`config.mk`:
```
export PLATFORM = sky130hd
export DESIGN_NAME = ats_cell
export DESIGN_NICKNAME = d
export VERILOG_FILES = /design/src/sv/ats_pkg.sv /design/src/sv/ats_cell.sv
export SDC_FILE = /design/constraint.sdc
export NUM_CORES = 1
export LEC_CHECK = 0
export BUFFER_PORTS_ARGS = -buffer_cell sky130_fd_sc_hd__buf_4
export CORE_AREA = 2 2 212 214
export DETAILED_ROUTE_END_ITERATION = 8
export DIE_AREA = 0 0 214 216
export PLACE_DENSITY = 0.55
export SLEW_MARGIN = 25
export SYNTH_ARGS = -nofsm -noshare
export SYNTH_HDL_FRONTEND = slang
export SYNTH_SLANG_ARGS = --single-unit
```
`constraint.sdc`:
```
create_clock -name i_clk -period 7 [get_ports i_clk]
set_input_delay 1.4 -clock i_clk [delete_from_list [all_inputs] [get_ports i_clk]]
set_output_delay 1.4 -clock i_clk [all_outputs]
set_load 0.1 [all_outputs]
```
`src/sv/ats_pkg.sv`:
```
// Package for the alarm table scheduler: transaction structs, request codes,
// cell commands, chain link types and controller states.
// No dependencies; every other file imports it.
package ats_pkg;

    localparam int DEPTH_DEF = 16;

    localparam logic signed [31:0] DATA_ANY = -32'sd1;

    typedef enum logic [1:0] {
        REQ_ADD  = 2'd0,
        REQ_DEL  = 2'd1,
        REQ_TICK = 2'd2,
        REQ_NONE = 2'd3
    } t_req;

    typedef struct packed {
        logic [1:0]         req_type;
        logic [31:0]        when_time;
        logic [15:0]        channel_id;
        logic [15:0]        message_id;
        logic signed [31:0] data_value;
        logic               when_any;
        logic               channel_any;
        logic               message_any;
        logic [31:0]        now_time;
    } t_in_item;

    typedef struct packed {
        logic               fired;
        logic [31:0]        fired_when;
        logic [15:0]        fired_channel;
        logic [15:0]        fired_message;
        logic signed [31:0] fired_data;
        logic               status;
        logic [4:0]         pending_count;
        logic               next_valid;
        logic [31:0]        next_when;
    } t_out_item;

    typedef struct packed {
        logic [31:0]        when_time;
        logic [15:0]        channel_id;
        logic [15:0]        message_id;
        logic signed [31:0] data_value;
    } t_alarm;

    typedef struct packed {
        logic   valid;
        t_alarm alarm;
    } t_slot;

    typedef struct packed {
        logic   found;
        t_alarm alarm;
    } t_tok;

    typedef enum logic [2:0] {
        CMD_HOLD,
        CMD_ADD,
        CMD_DEL,
        CMD_FIRE,
        CMD_SHIFT
    } t_cell_op;

    typedef struct packed {
        t_cell_op op;
        t_in_item item;
    } t_cell_cmd;

    typedef enum logic [1:0] {
        ST_IDLE,
        ST_EXEC,
        ST_COMPACT,
        ST_SCAN
    } t_state;

endpackage

```
`src/sv/ats_cell.sv`:
```
// One slot of the alarm row: holds one alarm, closes gaps by taking its right
// neighbour, and passes the running nearest-alarm token to the right.
// Depends on ats_pkg.
module ats_cell
    import ats_pkg::*;
#(
    parameter int IDX = 0,
    parameter int IW  = 4,
    parameter int CW  = 5
) (
    input  logic          i_clk,
    input  logic          i_rst_n,
    input  t_cell_cmd     i_cmd,
    input  logic [IW-1:0] i_kill_idx,
    input  logic          i_prev_valid,
    input  t_slot         i_next,
    output t_slot         o_slot,
    input  logic          i_hole,
    output logic          o_hole,
    input  logic          i_pend,
    output logic          o_pend,
    input  t_tok          i_tok,
    input  logic [IW-1:0] i_tok_idx,
    input  logic [CW-1:0] i_tok_cnt,
    output t_tok          o_tok,
    output logic [IW-1:0] o_tok_idx,
    output logic [CW-1:0] o_tok_cnt
);

    logic          r_valid, n_valid;
    t_alarm        r_alarm, n_alarm;
    t_tok          r_tok, n_tok;
    logic [IW-1:0] r_tok_idx, n_tok_idx;
    logic [CW-1:0] r_tok_cnt, n_tok_cnt;
    logic          hit;
    logic          take_own;

    assign o_hole = i_hole | ~r_valid;
    assign o_pend = i_pend | (i_hole & r_valid);
    assign o_slot = '{valid: r_valid, alarm: r_alarm};

    assign hit = (i_cmd.item.when_any    || r_alarm.when_time  == i_cmd.item.when_time)
              && (i_cmd.item.channel_any || r_alarm.channel_id == i_cmd.item.channel_id)
              && (i_cmd.item.message_any || r_alarm.message_id == i_cmd.item.message_id)
              && (i_cmd.item.data_value == DATA_ANY
                  || r_alarm.data_value == i_cmd.item.data_value);

    always_comb begin
        n_valid = r_valid;
        n_alarm = r_alarm;
        unique case (i_cmd.op)
            CMD_ADD: begin
                // first empty slot after a full prefix takes the new alarm
                if (!r_valid && i_prev_valid) begin
                    n_valid = 1'b1;
                    n_alarm = '{when_time:  i_cmd.item.when_time,
                                channel_id: i_cmd.item.channel_id,
                                message_id: i_cmd.item.message_id,
                                data_value: i_cmd.item.data_value};
                end
            end
            CMD_DEL: begin
                if (r_valid && hit) begin
                    n_valid = 1'b0;
                end
            end
            CMD_FIRE: begin
                if (i_kill_idx == IW'(IDX)) begin
                    n_valid = 1'b0;
                end
            end
            CMD_SHIFT: begin
                if (o_hole) begin
                    n_valid = i_next.valid;
                    n_alarm = i_next.alarm;
                end
            end
            default: ;
        endcase
    end

    // strictly earlier wins, so the first slot is kept on ties
    assign take_own = r_valid
                   && (!i_tok.found || r_alarm.when_time < i_tok.alarm.when_time);

    always_comb begin
        n_tok_cnt = i_tok_cnt + CW'(r_valid);
        if (take_own) begin
            n_tok     = '{found: 1'b1, alarm: r_alarm};
            n_tok_idx = IW'(IDX);
        end else begin
            n_tok     = i_tok;
            n_tok_idx = i_tok_idx;
        end
    end

    always_ff @(posedge i_clk) begin
        if (!i_rst_n) begin
            r_valid   <= 1'b0;
            r_tok     <= '0;
            r_tok_idx <= '0;
            r_tok_cnt <= '0;
        end else begin
            r_valid   <= n_valid;
            r_tok     <= n_tok;
            r_tok_idx <= n_tok_idx;
            r_tok_cnt <= n_tok_cnt;
        end
    end

    always_ff @(posedge i_clk) begin
        r_alarm <= n_alarm;
    end

    assign o_tok     = r_tok;
    assign o_tok_idx = r_tok_idx;
    assign o_tok_cnt = r_tok_cnt;

endmodule

```
==> results.md <==
* Initial antenna violation count at 0
* Distinct cells, synth at 43
* Cells after DPL at 1995
* Largest net degree at the start of global routing at 135
* # IOs at 553
* Layout cells sized above 1 at 0.4463
* Post-Route WL at 39190 µm
* Fin. max-slew vios at 0
* Proportion of synthesized area in mux cells at 0.2001
* Pwr dens at 248.6 mW/mm²
* Status: completed
* Initial Utilization at 0.2328
* Worst Path Required at 7440 ps
* Mapped Cells at 922
* DRT iter0 DRCs at 350
* Non-filler cells, final at 2044
* Average cell area after synthesis at 11.07 µm²
* Post-synthesis compound-gate area fraction at 0.02526
* Rows at 77
* Critical path class: in2reg
* Total track usage at 0.1631
* Fin area at 0.01552 mm²
* Clock transition at path regs at 60 ps
* Ys async rst share at 0
* Peak VDD IR at 0.1759 mV
* Post-synthesis xor/xnor area fraction at 0.08498
* Main combinational cell family by area after synthesis: multiplexers
* Post-synthesis simple-gate area fraction at 0.1196
* Relative slew slack at 0.4334
* Via count at 8858
* Routed len/inst at 19.17 µm
* Max_cap viols at 0
* Clk sink count at 203
* Hold Crit Class: reg2reg
* Setup_tns at 0 ps
* RSZ-0062 raised after global routing: false
* Antenna Nets Post-Route at 0
* Final-report setup violation count at 0
* Area grow syn2layout at 52.11%
* Setup crit start kind: primary input
* Crit-path max FO at 29
* Sequential Area at 0.005025 mm²
* Total global routing overflow at 0
* H-tree depth at 1
* First-pass DRT Iterations at 5
* Ys flop type: dfxtp_1
* Adder-cell share of the synthesized area at 0.04047
* Cts hold-fix bufs at 0
* Placed Instance Area at 0.01467 mm²
* Multi-input gate area at 0.004830 mm²
* Sequential area share after synthesis at 0.4925
* Diode count at 0
* Post-CTS Repair Setup Buffers at 0
* Via density at 4.334
* Detail Placement HPWL at 30900 µm
* Actual slew at the worst max-slew pin at 850.0 ps
* Min Clock Period, post-route at 3706 ps
* I/O Buffers at 518
* Longest Clk Path Bufs at 3
* Syn Nets at 1303
* Clock latency on the worst-skew pair at 550 ps
* Fmax at 269.8 MHz
* Drt drc at 0
* Final period utilization at 0.5294
* Die Y at 216 µm
* Clock tree root buffer cell: clkbuf_16
* Post-synth EDFFs at 96
* Die area at 0.04622 mm²
* Final nets at 1813
* Vias in the first global route at 9335
* CTS tree: yes
* Core area at 0.04384 mm²
* Hold Fails Final Rpt at 0
* CTS buffer count at 26
* Filler cells at 4539
* First-pass GRT wire length at 57990 µm
* Crit path capture type: flop
* Lkg Pwr at 6.669 nW
* YS warnings at 0
* Worst EP arrival at 4140 ps
* Clk_skew at 13.00 ps
* Syn Std Cell Area at 0.01020 mm²
* Post-CTS resize count at 0
* Final RePlAce weighted congestion at 0.8978
* Die width at 214 µm
* Yosys reg bits at 203
## Yosys cell counts, types with 9 or more instances
library cell	n	share of area
dfxtp_1	107	0.21
edfxtp_1	96	0.28
xnor2_1	82	0.070
mux2i_1	96	0.094
nand4_1	33	0.020
nor4_1	11	0.0067
clkbuf_1	30	0.011
buf_6	10	0.011
xor2_1	17	0.015
mux2_1	14	0.015
ha_1	33	0.040
nand2_1	196	0.072
nor2_1	9	0.0033
inv_1	33	0.012
mux2_2	82	0.090
a21oi_1	14	0.0069
## placed cells by master, fill, tap and decap left out, types with 4 or more instances in the layout
| cell | Yosys | layout |
|---|---|---|
| dfxtp_1 | 107 | 107 |
| nand4_1 | 33 | 33 |
| clkbuf_1 | 30 | 8 |
| a21oi_1 | 14 | 14 |
| nand3_1 | 6 | 6 |
| clkinv_1 | 0 | 4 |
| mux2i_1 | 96 | 96 |
| mux2_2 | 82 | 82 |
| ha_1 | 33 | 33 |
| nor4_1 | 11 | 11 |
| inv_1 | 33 | 33 |
| edfxtp_1 | 96 | 96 |
| buf_4 | 2 | 525 |
| nand2_1 | 196 | 196 |
| clkbuf_16 | 0 | 27 |
| clkbuf_8 | 0 | 6 |
| mux2_1 | 14 | 14 |
| nor2_1 | 9 | 7 |
| and3b_1 | 4 | 4 |
| and2_1 | 5 | 5 |
| xnor2_1 | 82 | 82 |
| xor2_1 | 17 | 17 |
| o21ai_0 | 8 | 8 |
## registers in the layout, summed over array words and instances (netlist names)
register	flops
o_slot	96
o_tok	97
o_tok_idx	4
o_tok_cnt	5
r_valid	1
## power by group
group	switching, W	total, W	leakage (nW)	internal (W)
Clock	0.000531	0.00130	0.404	0.000767
Sequential	0.0000563	0.00139	1.78	0.00134
Combinational	0.000823	0.00117	4.48	0.000345
## cell type report
type	count	share of cell area
flip-flops and latches	203	0.3237
multi-input cells	641	0.3112
repair buffers	527	0.2564
clock buffers	41	0.05079
well taps	592	0.04772
inverters	33	0.007981
clock inverters	7	0.002177
## cells by family after synthesis
kind of cell    after synthesis
simple gates                276
flops                       203
mux                         192
xor+xnor                     99
buf+inv                      78
compound gates               41
fa+ha+maj                    33
## critical path: stages
cell	delay [ps]
buf_4	90
inv_1	30
ha_1	260
a2111oi_0	370
or4_1	240
o2111ai_1	220
a31oi_4	220
buf_4	490
buf_4	530
and3b_1	230
## worst paths after layout
kind | from | end | slack (ps) | cells past startpoint
max | i_tok[65] | o_tok_idx[3] | 3290 | 10
min | o_slot[51] | o_tok[51] | 590 | 2
max reg2reg | o_slot[65] | o_tok_idx[3] | 3700 | 8
min reg2reg | o_slot[51] | o_tok[51] | 590 | 2
## stage by stage
stage               setup WS [ps]  hold slack [ps]  power (W)    util
floorplan                   608.3            590.2   0.002221       -
global placement             2685            572.0   0.002584  0.3347
detailed placement           2723            586.3   0.002592  0.3347
CTS                          3299            599.9   0.003914  0.3534
global route                 3135            616.4   0.004009  0.3541
finish                       3294            594.2   0.003859  0.3541
## layer usage
metal,vias to the layer above,share of wire,global-route usage
li1,4249,-,-
met1,4180,0.40,0.1907
met2,379,0.50,0.2895
met3,50,0.079,0.04595
met4,0,0.024,0.04755
met5,-,0,0
No activity file was read; power rests on OpenSTA's default activity.
