**src/sv/ats_pkg.sv**
```systemverilog
// Package for the alarm table scheduler: transaction structs, request codes,
// cell commands, chain link types and controller states.
// No dependencies; every other file imports it.
package ats_pkg;

    localparam int DEPTH_DEF = 16;

    localparam logic signed [31:0] DATA_ANY = -32'sd1;

    typedef enum logic [1:0] {
        REQ_ADD  = 2'd0,
        REQ_DEL  = 2'd1,
        REQ_TICK = 2'd2,
        REQ_NONE = 2'd3
    } t_req;

    typedef struct packed {
        logic [1:0]         req_type;
        logic [31:0]        when_time;
        logic [15:0]        channel_id;
        logic [15:0]        message_id;
        logic signed [31:0] data_value;
        logic               when_any;
        logic               channel_any;
        logic               message_any;
        logic [31:0]        now_time;
    } t_in_item;

    typedef struct packed {
        logic               fired;
        logic [31:0]        fired_when;
        logic [15:0]        fired_channel;
        logic [15:0]        fired_message;
        logic signed [31:0] fired_data;
        logic               status;
        logic [4:0]         pending_count;
        logic               next_valid;
        logic [31:0]        next_when;
    } t_out_item;

    typedef struct packed {
        logic [31:0]        when_time;
        logic [15:0]        channel_id;
        logic [15:0]        message_id;
        logic signed [31:0] data_value;
    } t_alarm;

    typedef struct packed {
        logic   valid;
        t_alarm alarm;
    } t_slot;

    typedef struct packed {
        logic   found;
        t_alarm alarm;
    } t_tok;

    typedef enum logic [2:0] {
        CMD_HOLD,
        CMD_ADD,
        CMD_DEL,
        CMD_FIRE,
        CMD_SHIFT
    } t_cell_op;

    typedef struct packed {
        t_cell_op op;
        t_in_item item;
    } t_cell_cmd;

    typedef enum logic [1:0] {
        ST_IDLE,
        ST_EXEC,
        ST_COMPACT,
        ST_SCAN
    } t_state;

endpackage

```
**src/sv/ats_ctrl.sv**
```systemverilog
// Sequencer of the alarm table: takes a transaction, drives the row of cells
// through execute, compaction and scan, and registers the result.
// Depends on ats_pkg.
module ats_ctrl
    import ats_pkg::*;
#(
    parameter int DEPTH = DEPTH_DEF,
    parameter int IW    = 4,
    parameter int CW    = 5
) (
    input  logic          i_clk,
    input  logic          i_rst_n,
    input  logic          i_start,
    input  t_in_item      i_item,
    output logic          o_busy,
    input  logic          i_full,
    input  logic          i_pend,
    input  t_tok          i_tok,
    input  logic [IW-1:0] i_tok_idx,
    input  logic [CW-1:0] i_tok_cnt,
    output t_cell_cmd     o_cmd,
    output logic [IW-1:0] o_kill_idx,
    output logic          o_strobe,
    output t_out_item     o_result
);

    localparam int CWX = (CW > 5) ? CW : 5;

    t_state        r_state, n_state;
    t_in_item      r_item, n_item;
    logic [CW-1:0] r_cnt, n_cnt;
    t_out_item     r_result, n_result;
    logic          r_strobe, n_strobe;
    logic          fire_ok;
    logic [CWX-1:0] cnt_ext;

    assign fire_ok = i_tok.found && (i_tok.alarm.when_time <= r_item.now_time);
    assign cnt_ext = CWX'(i_tok_cnt);

    always_ff @(posedge i_clk) begin
        if (!i_rst_n) begin
            r_state  <= ST_IDLE;
            r_strobe <= 1'b0;
            r_cnt    <= '0;
        end else begin
            r_state  <= n_state;
            r_strobe <= n_strobe;
            r_cnt    <= n_cnt;
        end
    end

    always_ff @(posedge i_clk) begin
        r_item   <= n_item;
        r_result <= n_result;
    end

    always_comb begin
        n_state   = r_state;
        n_item    = r_item;
        n_cnt     = r_cnt;
        n_result  = r_result;
        n_strobe  = 1'b0;
        o_cmd.op   = CMD_HOLD;
        o_cmd.item = r_item;
        unique case (r_state)
            ST_IDLE: begin
                if (i_start) begin
                    n_item   = i_item;
                    n_result = '0;
                    n_state  = ST_EXEC;
                end
            end
            ST_EXEC: begin
                unique case (r_item.req_type)
                    REQ_ADD: begin
                        o_cmd.op        = CMD_ADD;
                        n_result.status = i_full;
                    end
                    REQ_DEL: begin
                        o_cmd.op = CMD_DEL;
                    end
                    REQ_TICK: begin
                        if (fire_ok) begin
                            o_cmd.op               = CMD_FIRE;
                            n_result.fired         = 1'b1;
                            n_result.fired_when    = i_tok.alarm.when_time;
                            n_result.fired_channel = i_tok.alarm.channel_id;
                            n_result.fired_message = i_tok.alarm.message_id;
                            n_result.fired_data    = i_tok.alarm.data_value;
                        end
                    end
                    default: ;
                endcase
                n_state = ST_COMPACT;
            end
            ST_COMPACT: begin
                if (i_pend) begin
                    o_cmd.op = CMD_SHIFT;
                end else begin
                    n_cnt   = '0;
                    n_state = ST_SCAN;
                end
            end
            ST_SCAN: begin
                if (r_cnt == CW'(DEPTH)) begin
                    n_result.pending_count = cnt_ext[4:0];
                    n_result.next_valid    = i_tok.found;
                    n_result.next_when     = i_tok.found ? i_tok.alarm.when_time : '0;
                    n_strobe               = 1'b1;
                    n_state                = ST_IDLE;
                end else begin
                    n_cnt = r_cnt + 1'b1;
                end
            end
            default: n_state = ST_IDLE;
        endcase
    end

    assign o_busy     = (r_state != ST_IDLE);
    assign o_kill_idx = i_tok_idx;
    assign o_strobe   = r_strobe;
    assign o_result   = r_result;

`ifndef SYNTH
    a_strobe_after_scan: assert property (@(posedge i_clk) disable iff (!i_rst_n)
        o_strobe |-> $past(r_state == ST_SCAN))
        else $error("result strobe without a finished scan");

    a_strobe_idle: assert property (@(posedge i_clk) disable iff (!i_rst_n)
        o_strobe |-> !o_busy)
        else $error("result strobe while busy");

    a_shift_pend: assert property (@(posedge i_clk) disable iff (!i_rst_n)
        (o_cmd.op == CMD_SHIFT) |-> (r_state == ST_COMPACT && i_pend))
        else $error("shift issued with no gap to close");

    a_fire_found: assert property (@(posedge i_clk) disable iff (!i_rst_n)
        (o_cmd.op == CMD_FIRE) |-> (i_tok.found && r_state == ST_EXEC))
        else $error("fire issued without a pending alarm");

    a_fire_status: assert property (@(posedge i_clk) disable iff (!i_rst_n)
        o_strobe |-> !(o_result.fired && o_result.status))
        else $error("fired and dropped in one result");
`endif

endmodule

```
**config.mk**
```make
export PLATFORM = sky130hd
export DESIGN_NAME = ats_ctrl
export DESIGN_NICKNAME = d
export VERILOG_FILES = /design/src/sv/ats_pkg.sv /design/src/sv/ats_ctrl.sv
export SDC_FILE = /design/constraint.sdc
export NUM_CORES = 1
export LEC_CHECK = 0
export ABC_AREA = 1
export BUFFER_PORTS_ARGS = -buffer_cell sky130_fd_sc_hd__clkbuf_2
export CORE_AREA = 2 2 201 203
export CTS_CLUSTER_SIZE = 24
export DETAILED_ROUTE_END_ITERATION = 8
export DIE_AREA = 0 0 203 205
export GPL_TIMING_DRIVEN = 0
export PLACE_DENSITY = 0.49
export SETUP_SLACK_MARGIN = 0.1
export SLEW_MARGIN = 10
export SYNTH_ARGS = -nofsm -noshare
export SYNTH_HDL_FRONTEND = slang
export SYNTH_SLANG_ARGS = --single-unit
```
**constraint.sdc**
```tcl
create_clock -name i_clk -period 7.9 [get_ports i_clk]
set_clock_uncertainty 0.1 [all_clocks]
set_input_delay 0.395 -clock i_clk [delete_from_list [all_inputs] [get_ports i_clk]]
set_output_delay 0.395 -clock i_clk [all_outputs]
set_load 0.05 [all_outputs]
```
==> qor.yml, run 1 <==
critical_path:
  startpoint: "o_cmd[23]"
  required_ns: 8.06
  critPathLaunchType: "register"
  timing.rr.start: "o_cmd[23]"
  cp.arrival_ns: 3.82
  worstRegToRegCells: 14
  endpoint: "o_result[123]"
  worstReg2RegEnd: "o_result[123]"
  path_max_fanout: 26
  worstSetupPathType: "reg -> reg"
  r2r_setup_slack_ns: 4.24
  endpoint_kind: "register"
layout:
  drive_gt1_share_pct: 37.6
  syn2layout_area_growth_pct: 59.1
  nNetsFinal: 1803
  regArea_um2: 8240
  post-route-util_pct: 42.8
  nFillCells: 3722
  multi_input_comb_area_um2: 1550
  finalInstanceArea_um2: 16800
timing:
  timing.final.crit_share_pct: 46.3
  maxSlewViolCount: 0
  period_minus_slack_ns: 3.66
  hold_slack_ns: 0.0351
  hold_viol: 0
  timing.fmax_mhz: 273
  slew_headroom_pct: 44.5
  worst_slew_pin_slew_ns: 0.833
  rsz0062_at_grt: "false"
  finalSetupViolCount: 0
clocking:
  cts_tree: "yes"
  ctsRootBufferMaster: "clkbuf_16"
  clock-sinks: 277
  clk_path_buf_depth: 3
  postCtsSetupRepairBufs: 0
  cts.htree.levels: 1
  worstSkewPairLatency_ns: 0.56
  path_clk_slew_ns: 0.06
  numCtsBuffers: 30
yosys:
  synth_fa_ha_area_share_pct: 4.49
  yosysTopAreaCell: "edfxtp_1"
  synth_top_family_by_area: "simple AND/OR/NAND/NOR gates"
  ys.flop_type: "edfxtp_1"
  synthDominantCellAreaShare_pct: 76.3
  synth_edf_count: 269
  yosysMostFrequentCell: "edfxtp_1"
  synth.area.mux_share_pct: 0
  synth.net_count: 1055
  seq_area_frac_synth_pct: 77.9
  synth_xor_area_share_pct: 0.0828
  ys_ff_latch: 277
  syn_area_um2: 10600
  async_flop_share_pct: 0
  synth-simple-area-share_pct: 7.92
  synthTopCellsByCount: "edfxtp_1, inv_1, nand2_1"
  synth_compound_area_share_pct: 2.00
  yosysWarnings: 0
  yosysUniqueCellTypes: 25
  synth_area_leaders: "edfxtp_1, inv_1, nand2_1"
  syn_area_per_cell_um2: 13.7
  synth_cells: 773
placed_design:
  gp_congestion: 0.890
  dpl-instance-area_um2: 14000
  dp_hpwl_um: 26800
  port_buffers: 517
floorplanning:
  coreArea_um2: 39400
  rows: 73
  initial_core_util_pct: 26.9
  die_area_um2: 41600
  ios: 522
  die_width_um: 203
  die_h_um: 205
grt:
  grt_pass1_wl_um: 49700
  grt_pass1_vias: 8416
  antenna_found_initial: 2
  overflow: 0
  grt_max_degree: 92
  track_usage_pct: 16.1
detailed_routing:
  wl_per_cell_um: 17.1
  firstDrtPassIters: 4
  vias_per_cell: 3.97
  drc: 0
  drt_iter0_drc: 348
  ant_nets: 0
  dr_total_vias: 8211
  drt_wl_total_um: 35400
power:
  p_leak_nw: 8.27
  pwr_density_cell_nw_per_um2: 416
  ir_worst_vdd_uv: 204
  fin_total_pwr_mw: 7.00
job:
  cap_violations: 0
min_path:
  hp-class: "in -> reg"
  hold_start: "i_full"
outcome:
  status: "completed"
how the worst min path moves through the flow:
stage	cells after the start	slack, ns	to
6_report	3	0.04	o_result[38]
5_1_grt	3	0.03	o_result[88]
4_1_cts	3	0.0008	o_result[105]
3_5_place_dp	2	0.40	r_cnt[1]
3_3_place_gp	2	0.40	r_cnt[1]
2_1_floorplan	2	0.37	r_cnt[1]
repair_timing:
action                                 in CTS  in global routing
endpoints found under the hold margin     193                  0
hold buffers                              193                  0
resized for setup                           0                  0
power by group:
| group | total [mW] | switching, mW | leakage [nW] | internal, mW |
|---|---|---|---|---|
| clock network | 1.31 | 0.568 | 0.442 | 0.743 |
| logic | 3.21 | 2.57 | 5.16 | 0.636 |
| registers | 2.48 | 0.156 | 2.67 | 2.32 |
| total | 7.00 | 3.30 | 8.27 | 3.70 |
layout by cell type (no fill, tap or decap), types with 2 or more instances in the layout:
cell type,synthesis,layout
a211oi_1,3,3
a21o_1,2,2
a21oi_1,22,21
buf_12,0,3
buf_16,0,3
buf_2,2,2
buf_4,5,5
clkbuf_1,12,17
clkbuf_16,0,31
clkbuf_2,0,517
clkinv_1,0,5
clkinv_2,0,7
clkinvlp_4,0,3
dfxtp_1,8,8
dlygate4sd3_1,0,193
edfxtp_1,269,269
ha_1,38,38
inv_1,190,189
nand2_1,144,144
nand3_1,7,7
nand4_1,4,4
nor2_1,47,46
nor2_4,1,2
nor3_1,5,5
nor3b_1,2,2
o21ai_0,5,5
area by class of cell:
class,count,area share (%)
multi-input combinational,286,9.22
sequential,277,48.9
timing repair buffer,716,27.7
buffer,19,0.550
tap,525,3.90
inverter,191,4.29
antenna,1,0.0149
clock buffer,36,4.72
clock inverter,17,0.684
kinds of logic (layout without fill, tap and decap cells):
logic type               Yosys count  in the layout
AO/OA/AOI/OAI                     36             36
XOR/XNOR                           1              1
adder cells (fa/ha/maj)           38             38
buffers and inverters            210            979
flip-flops                       277            277
other                              0              1
AND/OR/NAND/NOR                  211            211
registers in the layout (all words and copies together) (netlist names):
| signal | flops |
|---|---|
| o_strobe | 1 |
| r_cnt | 5 |
| o_result | 136 |
| r_state | 2 |
| o_cmd | 133 |
stage by stage:
| stage | cells | TNS, ns | worst slack, ns |
|---|---|---|---|
| floorplan | 773 | 0 | 0.894 |
| global route | 2068 | 0 | 3.86 |
| global placement | 1815 | -228.49 | -2.16 |
| CTS | 2067 | 0 | 4.00 |
| detailed placement | 1821 | 0 | 3.92 |
| finish | 2068 | 0 | 4.24 |
routing by layer:
| metal | GRT usage, % | routed length [um] | up-vias |
|---|---|---|---|
| met5 | 0 | 13 | - |
| met4 | 5.47 | 1040 | 2 |
| met3 | 4.18 | 2930 | 53 |
| met2 | 31.6 | 19000 | 383 |
| met1 | 16.3 | 12400 | 3759 |
| li1 | - | - | 4014 |
worst max-delay path, stage by stage (launching register included):
cell	delay, ns
edfxtp_1	0.40
inv_1	0.06
ha_1	0.31
nand2_1	0.06
nor2_1	0.23
nand4_1	0.15
nor2_1	0.23
nand4_1	0.11
nand2_1	0.15
nand3_1	0.13
a21oi_4	0.54
buf_12	0.27
buf_12	0.21
buf_16	0.19
buf_16	0.17
Power figures use the tool's default switching activity.
==> run 2: changes to the inputs <==
--- a/config.mk
+++ b/config.mk
@@ -5,14 +5,14 @@
 export SDC_FILE = /design/constraint.sdc
 export NUM_CORES = 1
 export LEC_CHECK = 0
-export ABC_AREA = 1
+export ABC_AREA = 0
 export BUFFER_PORTS_ARGS = -buffer_cell sky130_fd_sc_hd__clkbuf_2
-export CORE_AREA = 2 2 201 203
+export CORE_AREA = 2 2 206 208
 export CTS_CLUSTER_SIZE = 24
 export DETAILED_ROUTE_END_ITERATION = 8
-export DIE_AREA = 0 0 203 205
+export DIE_AREA = 0 0 208 210
 export GPL_TIMING_DRIVEN = 0
-export PLACE_DENSITY = 0.49
+export PLACE_DENSITY = 0.46
 export SETUP_SLACK_MARGIN = 0.1
 export SLEW_MARGIN = 10
 export SYNTH_ARGS = -nofsm -noshare
==> constraint.sdc (replaced) <==
create_clock -name i_clk -period 3.5 [get_ports i_clk]
set_clock_uncertainty 0.1 [all_clocks]
set_input_delay 0.175 -clock i_clk [delete_from_list [all_inputs] [get_ports i_clk]]
set_output_delay 0.175 -clock i_clk [all_outputs]
set_load 0.05 [all_outputs]
==> run 2 against run 1 <==
- register-to-register slack got worse by 4.0 ns
- routed wire length rose by 4.9%
- total power rose by 120%
- count of clock-buffer cells in the layout rose by 2
- cell count fell by 4.1%
- critical path depth rose by 1
- final area rose by 4.5%
- clock power rose by 130%
- global-route usage rose by 0.29 points
==> qor.yml, run 2 <==
grt:
  overflow: 0  # unchanged
  antenna_found_initial: 1  # -1
  grt_pass1_wl_um: 53800  # +8.2%
  grt_pass1_vias: 8808  # +4.7%
  track_usage_pct: 16.4  # +0.29 points
  grt_max_degree: 37  # -60%
floorplanning:
  rows: 75  # +2.7%
  die_width_um: 208  # +2.5%
  initial_core_util_pct: 25.1  # -1.8 points
  ios: 522  # unchanged
  coreArea_um2: 41500  # +5.4%
  die_area_um2: 43700  # +5.0%
  die_h_um: 210  # +2.4%
yosys:
  syn_area_um2: 10400  # -1.8%
  yosysTopAreaCell: "edfxtp_1"
  synth_edf_count: 269  # unchanged
  synth_cells: 608  # -21%
  yosysMostFrequentCell: "edfxtp_1"
  synthTopCellsByCount: "edfxtp_1, and2_1, inv_1"
  synth.net_count: 890  # -16%
  yosysWarnings: 0  # unchanged
  async_flop_share_pct: 0  # unchanged
  syn_area_per_cell_um2: 17.1  # +25%
  yosysUniqueCellTypes: 41  # +64%
  ys.flop_type: "edfxtp_1"
  seq_area_frac_synth_pct: 79.2  # +1.4 points
  synth_area_leaders: "edfxtp_1, and2_1, ha_1"
  synthDominantCellAreaShare_pct: 77.7  # +1.4 points
  ys_ff_latch: 277  # unchanged
placed_design:
  dp_hpwl_um: 28100  # +5.1%
  gp_congestion: 0.757  # -15%
  port_buffers: 517  # unchanged
  dp_cells: 1674  # -8.1%
clocking:
  cts_tree: "yes"
  ctsRootBufferMaster: "clkbuf_16"
  worstSkewPairLatency_ns: 0.57  # about the same
  clock-sinks: 277  # unchanged
  numCtsBuffers: 30  # unchanged
  cts.htree.levels: 1  # unchanged
  clk_path_buf_depth: 3  # unchanged
  path_clk_slew_ns: 0.06  # about the same
layout:
  drive_gt1_share_pct: 42.5  # +4.9 points
  largest_reg_flops: 136  # unchanged
  nNetsFinal: 1708  # -5.3%
  syn2layout_area_growth_pct: 69.2
  nFillCells: 3829  # +2.9%
  fin_cells: 1984  # -4.1%
  mostFrequentLayoutCell: "clkbuf_2"
  final_cell_mix: "clkbuf_2, edfxtp_1, dlygate4sd3_1"
critical_path:
  cp.arrival_ns: 3.47  # -0.35 ns
  slowest_delay_ns: 0.41  # -0.13 ns
  critPathLaunchType: "register"
  cp_slowest_cell: "edfxtp_1"
  cp_common_cell: "buf_16"
  worstSetupPathType: "reg -> reg"
  path_max_fanout: 12  # -54%
  required_ns: 3.68  # -4.38 ns
  crit_path_cell_trace: "inv_2 > ha_4 > a21o_2 > a221oi_2 > or4_4 > o211ai_4 > nor4_4 > a211oi_4 > buf_6 > o22ai_4 > clkbuf_16 > buf_16 > buf_16 > buf_16 > bufbuf_16"
  endpoint_kind: "register"
detailed_routing:
  wl_per_cell_um: 18.7  # +9.4%
  dr_total_vias: 8216  # +0.061%
  drt_iter0_drc: 311  # -11%
  vias_per_cell: 4.14  # +4.3%
  ant_nets: 0  # unchanged
  firstDrtPassIters: 4  # unchanged
  drt_wl_total_um: 37100  # +4.9%
  drc: 0  # unchanged
timing:
  tns_ns: 0  # unchanged
  timing.final.crit_share_pct: 94.1  # +48 points
  timing.fmax_mhz: 303  # +11%
  finalSetupViolCount: 0  # unchanged
  maxSlewViolCount: 0  # unchanged
  rsz0062_at_grt: "true"
  worst_slew_pin_slew_ns: 0.769  # -0.0637 ns
  hold_viol: 0  # unchanged
  slew_headroom_pct: 48.7  # +4.2 points
  period_minus_slack_ns: 3.29  # -0.367 ns
power:
  fin_total_pwr_mw: 15.6  # +120%
  pwr_density_cell_nw_per_um2: 889  # +110%
  ir_worst_vdd_uv: 514  # +150%
  p_leak_nw: 7.72  # -6.6%
min_path:
  hp-class: "in -> reg"
job:
  cap_violations: 0  # unchanged
outcome:
  status: "completed"
[run 2: through the flow]
stage                     instance area (um^2)  worst slack, ns  hold WS [ns]  utilization [%]
after floorplan                          10400           -0.683         0.174                -
after global placement                   13700            -1.66         0.252             33.0
after detailed placement                 13900           -0.648         0.254             33.6
after CTS                                17500           0.0981         0.178             42.1
after global routing                     17600           0.0755         0.190             42.4
final                                    17600            0.205         0.209             42.4
[run 2: power by group]
group / switching, mW / leakage, nW / internal [mW]
combinational: 5.52 / 4.62 / 1.70
sequential: 0.332 / 2.67 / 5.11
clock: 1.28 / 0.434 / 1.70
[run 2: worst max-delay path: cells and delay by family (launching register included)]
family,cells,cell delay [ns]
buffers and inverters,7,1.01
AOI/OAI and AO/OA,5,0.73
and+or+nand+nor,2,0.53
DFF,1,0.41
adders and majority gates,1,0.20
[run 2: repair_timing]
item | 4_1_cts | 5_1_grt
endpoints found under the setup margin | 87 | 54
pin swaps | 9 | 8
resized for setup | 19 | 13
buffers inserted | 11 | 6
gates cloned | 1 | 0
hold endpoints to repair | 276 | 0
hold buffers | 241 | 0
[run 2: routing by layer]
metal  up-vias  part of all wire, %  track usage [%]
met1      3910                   37             18.1
li1       3876                    -                -
met2       375                   53             31.0
met5         -                    0                0
met4         0                  3.3             5.40
met3        55                  6.6             3.65
[run 2: cell type report]
| class | instances | area [um^2] | area share, % |
|---|---|---|---|
| multi-input cells | 267 | 2090 | 11.9 |
| diodes | 2 | 5.00 | 0.0284 |
| repair buffers | 786 | 5430 | 30.9 |
| well taps | 539 | 674 | 3.83 |
| flip-flops and latches | 277 | 8240 | 46.8 |
| inverters | 41 | 158 | 0.896 |
| plain buffers | 23 | 101 | 0.576 |
| clock inverters | 11 | 110 | 0.626 |
| clock buffers | 38 | 781 | 4.44 |
[run 2: cells by family (layout without fill, tap and decap cells)]
logic type / after synthesis / count (layout) / synth area share [%]
DFF: 277 / 277 / 79.2
and+or+nand+nor: 188 / 188 / 11.0
buffers and inverters: 64 / 899 / 2.46
adders and majority gates: 38 / 38 / 4.57
AOI/OAI and AO/OA: 37 / 37 / 2.40
xor gates and xnor gates: 3 / 3 / 0.253
muxes: 1 / 1 / 0.0963
other: 0 / 2 / 0
[run 2: worst paths after layout]
| path | start | end | slack [ns] | cells past startpoint |
|---|---|---|---|---|
| max reg2reg | o_cmd[18] | o_result[132] | 0.21 | 15 |
| min | i_item[47] | o_cmd[47] | 0.21 | 2 |
| max | o_cmd[18] | o_result[132] | 0.21 | 15 |
| min reg2reg | r_cnt[4] | r_cnt[4] | 0.43 | 2 |
